**config.mk**
```make
export PLATFORM = sky130hd
export DESIGN_NAME = bmorph_stage
export DESIGN_NICKNAME = d
export VERILOG_FILES = /design/src/hw/rtl/bmorph_pkg.sv /design/src/hw/rtl/bmorph_stage.sv
export SDC_FILE = /design/constraint.sdc
export NUM_CORES = 2
export LEC_CHECK = 0
export ABC_AREA = 1
export BUFFER_PORTS_ARGS = -buffer_cell sky130_fd_sc_hd__buf_2
export CAP_MARGIN = 20
export CORE_MARGIN = 2
export CORE_UTILIZATION = 50
export CTS_BUF_LIST = sky130_fd_sc_hd__clkbuf_4
export CTS_CLUSTER_DIAMETER = 120
export CTS_CLUSTER_SIZE = 25
export DETAILED_ROUTE_END_ITERATION = 12
export PLACE_DENSITY = 0.68
export SYNTH_ARGS = -nofsm -noshare
export SYNTH_HDL_FRONTEND = slang
export SYNTH_SLANG_ARGS = --single-unit
```
**constraint.sdc**
```tcl
create_clock -name clk_i -period 31.8 [get_ports clk_i]
set_input_delay 4.77 -clock clk_i [delete_from_list [all_inputs] [get_ports clk_i]]
set_output_delay 4.77 -clock clk_i [all_outputs]
set_load 0.01 [all_outputs]
```
**src/hw/rtl/bmorph_pkg.sv**
```systemverilog
// ----------------------------------------------------------------------------
// bmorph_pkg
// Shared types and constants of the 3x3 binary morphology block.
// ----------------------------------------------------------------------------
`default_nettype none

package bmorph_pkg;

  localparam int PIXEL_W       = 8;
  localparam int LINE_LENGTH_W = 11;
  localparam int LINE_COUNT_W  = 16;
  localparam int OP_W          = 2;
  localparam int CFG_IDX_W     = 2;
  localparam int CFG_DATA_W    = 16;
  localparam int ROW_W         = LINE_COUNT_W + 1;
  localparam int WIN_W         = 9;

  localparam int MAX_LINE_DEF    = 1024;
  localparam int LINE_LENGTH_RST = 512;
  localparam int LINE_COUNT_RST  = 512;
  localparam int LINE_MIN        = 3;

  localparam logic [PIXEL_W-1:0] FOREGROUND = 8'hFF;
  localparam logic [PIXEL_W-1:0] BACKGROUND = 8'h00;

  typedef enum logic [CFG_IDX_W-1:0] {
    REG_LINE_LENGTH = 2'd0,
    REG_LINE_COUNT  = 2'd1,
    REG_OPERATION   = 2'd2
  } cfg_reg_e;

  typedef enum logic [OP_W-1:0] {
    OP_DILATE = 2'd0,
    OP_ERODE  = 2'd1,
    OP_OPEN   = 2'd2,
    OP_CLOSE  = 2'd3
  } op_e;

  typedef struct packed {
    logic en;
    logic restart;
    logic erode;
    logic pix;
  } stage_ctrl_t;

  typedef struct packed {
    logic in_frame;
    logic runnable;
    logic past_first;
    logic at_end;
    logic emitted;
    logic res;
  } stage_stat_t;

endpackage

`default_nettype wire

```
**src/hw/rtl/bmorph_stage.sv**
```systemverilog
// ----------------------------------------------------------------------------
// bmorph_stage
// One 3x3 OR/AND window stage with a two-line store and raster position.
// ----------------------------------------------------------------------------
`default_nettype none

module bmorph_stage
  import bmorph_pkg::*;
#(
  parameter int MaxLine = MAX_LINE_DEF,
  localparam int ColW   = $clog2(MaxLine)
) (
  input  wire logic                    clk_i,
  input  wire logic                    rst_ni,
  input  wire stage_ctrl_t             ctrl_i,
  input  wire logic [ColW-1:0]         ncols_last_i,
  input  wire logic [LINE_COUNT_W-1:0] nlines_i,
  output      stage_stat_t             stat_o
);

  logic [1:0]       mem [MaxLine];
  logic [1:0]       rd_q;
  logic [ColW-1:0]  col_q, col_d;
  logic [ROW_W-1:0] row_q, row_d;
  logic [WIN_W-1:0] win_q, win_d;
  logic [WIN_W-1:0] padded;
  logic [ROW_W-1:0] nl_ext, nl_p1;
  logic             active, wr_en, wrap, emitted;
  logic [1:0]       old;
  logic [2:0]       v;

  assign nl_ext = {1'b0, nlines_i};
  assign nl_p1  = nl_ext + ROW_W'(1);
  assign active = row_q <= nl_ext;
  assign old    = (active && row_q != '0) ? rd_q : 2'b00;
  assign v      = active ? {old, ctrl_i.pix} : 3'b000;
  assign wr_en  = ctrl_i.en && !ctrl_i.restart && (row_q < nl_ext);
  assign wrap   = col_q == ncols_last_i;
  assign col_d  = wrap ? '0 : col_q + ColW'(1);
  assign row_d  = wrap ? row_q + ROW_W'(1) : row_q;

  always_comb begin
    if (col_q == '0) begin
      // previous line's last column is the center, right neighbor is zero
      padded  = {win_q[5:0], 3'b000};
      win_d   = {6'b0, v};
      emitted = row_q >= ROW_W'(2);
    end else begin
      win_d   = {win_q[5:0], v};
      padded  = win_d;
      emitted = row_q >= ROW_W'(1);
    end
  end

  assign stat_o.emitted    = emitted;
  assign stat_o.res        = ctrl_i.erode ? &padded : |padded;
  assign stat_o.in_frame   = row_q < nl_ext;
  assign stat_o.at_end     = (row_q == nl_p1) && (col_q == '0);
  assign stat_o.runnable   = active || stat_o.at_end;
  assign stat_o.past_first = (row_q >= ROW_W'(2)) || ((row_q == ROW_W'(1)) && (col_q != '0));

  always_ff @(posedge clk_i or negedge rst_ni) begin
    if (!rst_ni) begin
      col_q <= '0;
      row_q <= '0;
      win_q <= '0;
    end else if (ctrl_i.restart) begin
      col_q <= '0;
      row_q <= '0;
      win_q <= '0;
    end else if (ctrl_i.en) begin
      col_q <= col_d;
      row_q <= row_d;
      win_q <= win_d;
    end
  end

  // read ahead the next column so its data is registered when it arrives
  always_ff @(posedge clk_i) begin
    if (wr_en) begin
      mem[col_q] <= {old[0], ctrl_i.pix};
    end
    if (ctrl_i.en) begin
      rd_q <= mem[col_d];
    end
  end

endmodule

`default_nettype wire

```
==> results.json <==
{
  "status": "finished clean",
  "min_period_over_period_pct": 38.3,
  "start_util_pct": 50.1,
  "seq_area_frac_synth_pct": 64.8,
  "synth_seq_cells": 2083,
  "clock-sinks": 2083,
  "initialDrtViolationCount": 8525,
  "drive_gt1_share_pct": 3.70,
  "port_buffers": 37,
  "min_path_type": "flop to flop",
  "synthTopCellsByCount": "nand2_1, edfxtp_1, nand3_1",
  "drc": 0,
  "max_clock_freq_mhz": 82.1,
  "ys_types": 47,
  "syn_avg_cell_area_um2": 9.73,
  "post_drt_wl_per_cell_um": 21.0,
  "io_pins": 38,
  "critPathArrivalTime_ps": 7410,
  "nNetsFinal": 9571,
  "syn_to_final_growth_pct": 2.77,
  "wl_um": 253000,
  "die_h_um": 443,
  "core_mm2": 0.192,
  "hold_viol": 0,
  "antenna_found_initial": 18,
  "worstMarginPinSlew_ps": 1120,
  "cts_tree": "done",
  "clk_latency_ps": 1280,
  "synth_edf_count": 2050,
  "ys_top_cells_by_area": "edfxtp_1, nand3_1, nand2_1",
  "final.setup.tns_ps": 0,
  "p_leak_nw": 38.7,
  "peakVddDrop_mv": 0.0311,
  "netlist_area_mm2": 0.0962,
  "ff2ff_path_depth": 17,
  "critPathMaxFanout": 45,
  "synth_top_cell_area_share_pct": 64.0,
  "rrSetupSlack_ps": 25060,
  "root_buffer": "clkbuf_4",
  "clk_pin_slew_ps": 260,
  "fin_cells": 12100,
  "path_class": "input port to output pin",
  "fill_cells": 17100,
  "gr-total-overflow": 0,
  "synth_top_cell_by_area": "edfxtp_1",
  "slew_headroom_pct": 25.3,
  "fp-row-count": 161,
  "slowest_delay_ps": 550,
  "regToRegEndpoint": "rd_q[0]$_DFFE_PP_",
  "grt.total_usage_pct": 25.4,
  "cp-end-kind": "output pin",
  "clockBufferDepth": 3,
  "via_per_inst": 5.59,
  "grt_pass1_vias": 64300,
  "placed_cells": 11900,
  "min_period_ps": 12180,
  "grt_max_degree": 242,
  "syn_nets": 9949,
  "power_w": 0.00455,
  "crit_family": "simple AND/OR/NAND/NOR gates",
  "holdPathStages": 2,
  "grt_setup_unrepaired": "false",
  "min_from": "win_q[4]$_DFFE_PN0P_",
  "crit_slowest_cell": "and3_4",
  "finalMaxSlewViolations": 0,
  "cts_resized": 0,
  "yosys_warnings": 0,
  "cp.required_ps": 27030,
  "power_density_mw_per_mm2": 46.0,
  "post_cts_buffers": 0,
  "cts_inserted_buffers": 93,
  "cts_htree_levels": 3,
  "grt_pass1_wl_um": 380000,
  "ant_nets": 0,
  "min_to": "win_q[4]$_DFFE_PN0P_",
  "hpwl_um": 140000,
  "synth_cells": 9892,
  "clock_skew_ps": 163,
  "die_area_mm2": 0.196,
  "synth-main-ff-cell": "edfxtp_1",
  "vias": 67600,
  "synth.most_common_cell": "nand2_1",
  "die_w_um": 443,
  "place.gp.congestion": 1.01,
  "startpoint_type": "input port",
  "dr.pass1.iters": 7,
  "worstPathCellList": "buf_2 -> inv_1 -> ha_1 -> a21oi_1 -> nor2_1 -> o31ai_1 -> o311ai_0 -> nand2_1 -> nand3_1 -> nand2_1 -> and3_4 -> o21ai_0 -> o22ai_1 -> buf_2",
  "timing.rr.start": "col_q[0]$_DFFE_PN0P_",
  "drv_cap": 0,
  "cts_hold_buf": 0,
  "setup_viol": 0,
  "crit_buf_inv": 3,
  "async_flop_share_pct": 1.58
}
-- worst min-delay path, cell delays in order (launching register included) --
cell,delay (ps)
dfrtp_1,380
inv_1,60
o32ai_1,110
-- sequential cells by signal (all words and copies together) (netlist names) --
register / count
row_q: 17
col_q: 10
win_q: 6
mem: 2048
rd_q: 2
-- per-stage QoR --
| step | setup slack, ps | util (%) | hold slack [ps] | cell area [µm²] |
|---|---|---|---|---|
| 3_3_place_gp | 19470 | 50.9 | 519 | 97800 |
| 5_1_grt | 19290 | 51.5 | 622 | 98900 |
| 6_report | 19620 | 51.5 | 576 | 98900 |
| 2_1_floorplan | 6340 | - | 497 | 96200 |
| 4_1_cts | 19550 | 51.5 | 572 | 98900 |
| 3_5_place_dp | 19570 | 50.9 | 523 | 97800 |
-- how the worst max path moves through the flow --
stage                     cells past startpoint         from         to  slack, ps
after global placement                       14  nlines_i[2]  stat_o[0]      19470
final                                        14  nlines_i[2]  stat_o[0]      19620
after floorplan                              12  nlines_i[2]  stat_o[0]       6340
after global routing                         14  nlines_i[2]  stat_o[0]      19290
after detailed placement                     14  nlines_i[2]  stat_o[0]      19570
after CTS                                    14  nlines_i[2]  stat_o[0]      19550
-- routing by layer --
layer,wire (µm),global-route usage (%),up-vias
met5,268,0,-
met4,9980,9.65,10
met3,24100,3.93,466
met2,117000,41.6,2921
met1,102000,34.4,32800
li1,-,-,31400
-- power by group --
part	switching [W]	total, W	internal (W)
Clock	0.000764	0.000960	0.000196
Sequential	0.00000117	0.00305	0.00305
Combinational	0.000411	0.000546	0.000135
-- cell type report --
type / count / area, µm² / share of cell area, %
inverters: 1603 / 6040 / 6.11
well taps: 2526 / 3160 / 3.20
flip-flops and latches: 2083 / 62400 / 63.1
clock inverters: 6 / 75.1 / 0.0759
diodes: 11 / 27.5 / 0.0278
repair buffers: 162 / 1280 / 1.30
clock buffers: 132 / 991 / 1.00
multi-input cells: 5571 / 24900 / 25.2
-- logic make-up (layout without fill, tap and decap cells) --
group / Yosys count / after routing / share of synthesized area (%)
AOI/OAI and AO/OA: 231 / 231 / 1.69
DFF: 2083 / 2083 / 64.8
other: 0 / 11 / 0
xor gates and xnor gates: 24 / 24 / 0.218
buffers and inverters: 2238 / 1903 / 9.38
adders and majority gates: 25 / 25 / 0.325
and+or+nand+nor: 5291 / 5291 / 23.6
-- cell usage in the layout (no fill, tap or decap), types with 2 or more instances in the layout --
cell and n:
clkbuf_4 132, buf_2 36, inv_6 3, o21ai_1 2, nand2_1 2188, clkinv_1 9
nor3b_1 2, nand3_4 2, nand4_1 9, dfrtp_1 33, nand2_2 5, nor4_1 9
diode_2 11, nand3_1 1775, o2111ai_1 10, edfxtp_1 2050, o211ai_1 149, ha_1 25
nor2_4 5, nor2_1 1130, o22ai_1 13, inv_2 13, nor2_2 3, or2_2 12
buf_12 12, nand3_2 3, a31oi_1 3, a21oi_1 18, buf_4 113, nor3_1 42
xor2_1 23, o21ai_0 26, nand3b_1 100, inv_1 1578, o32ai_1 3, nand2_8 2
(Power assumes the default switching activity.)
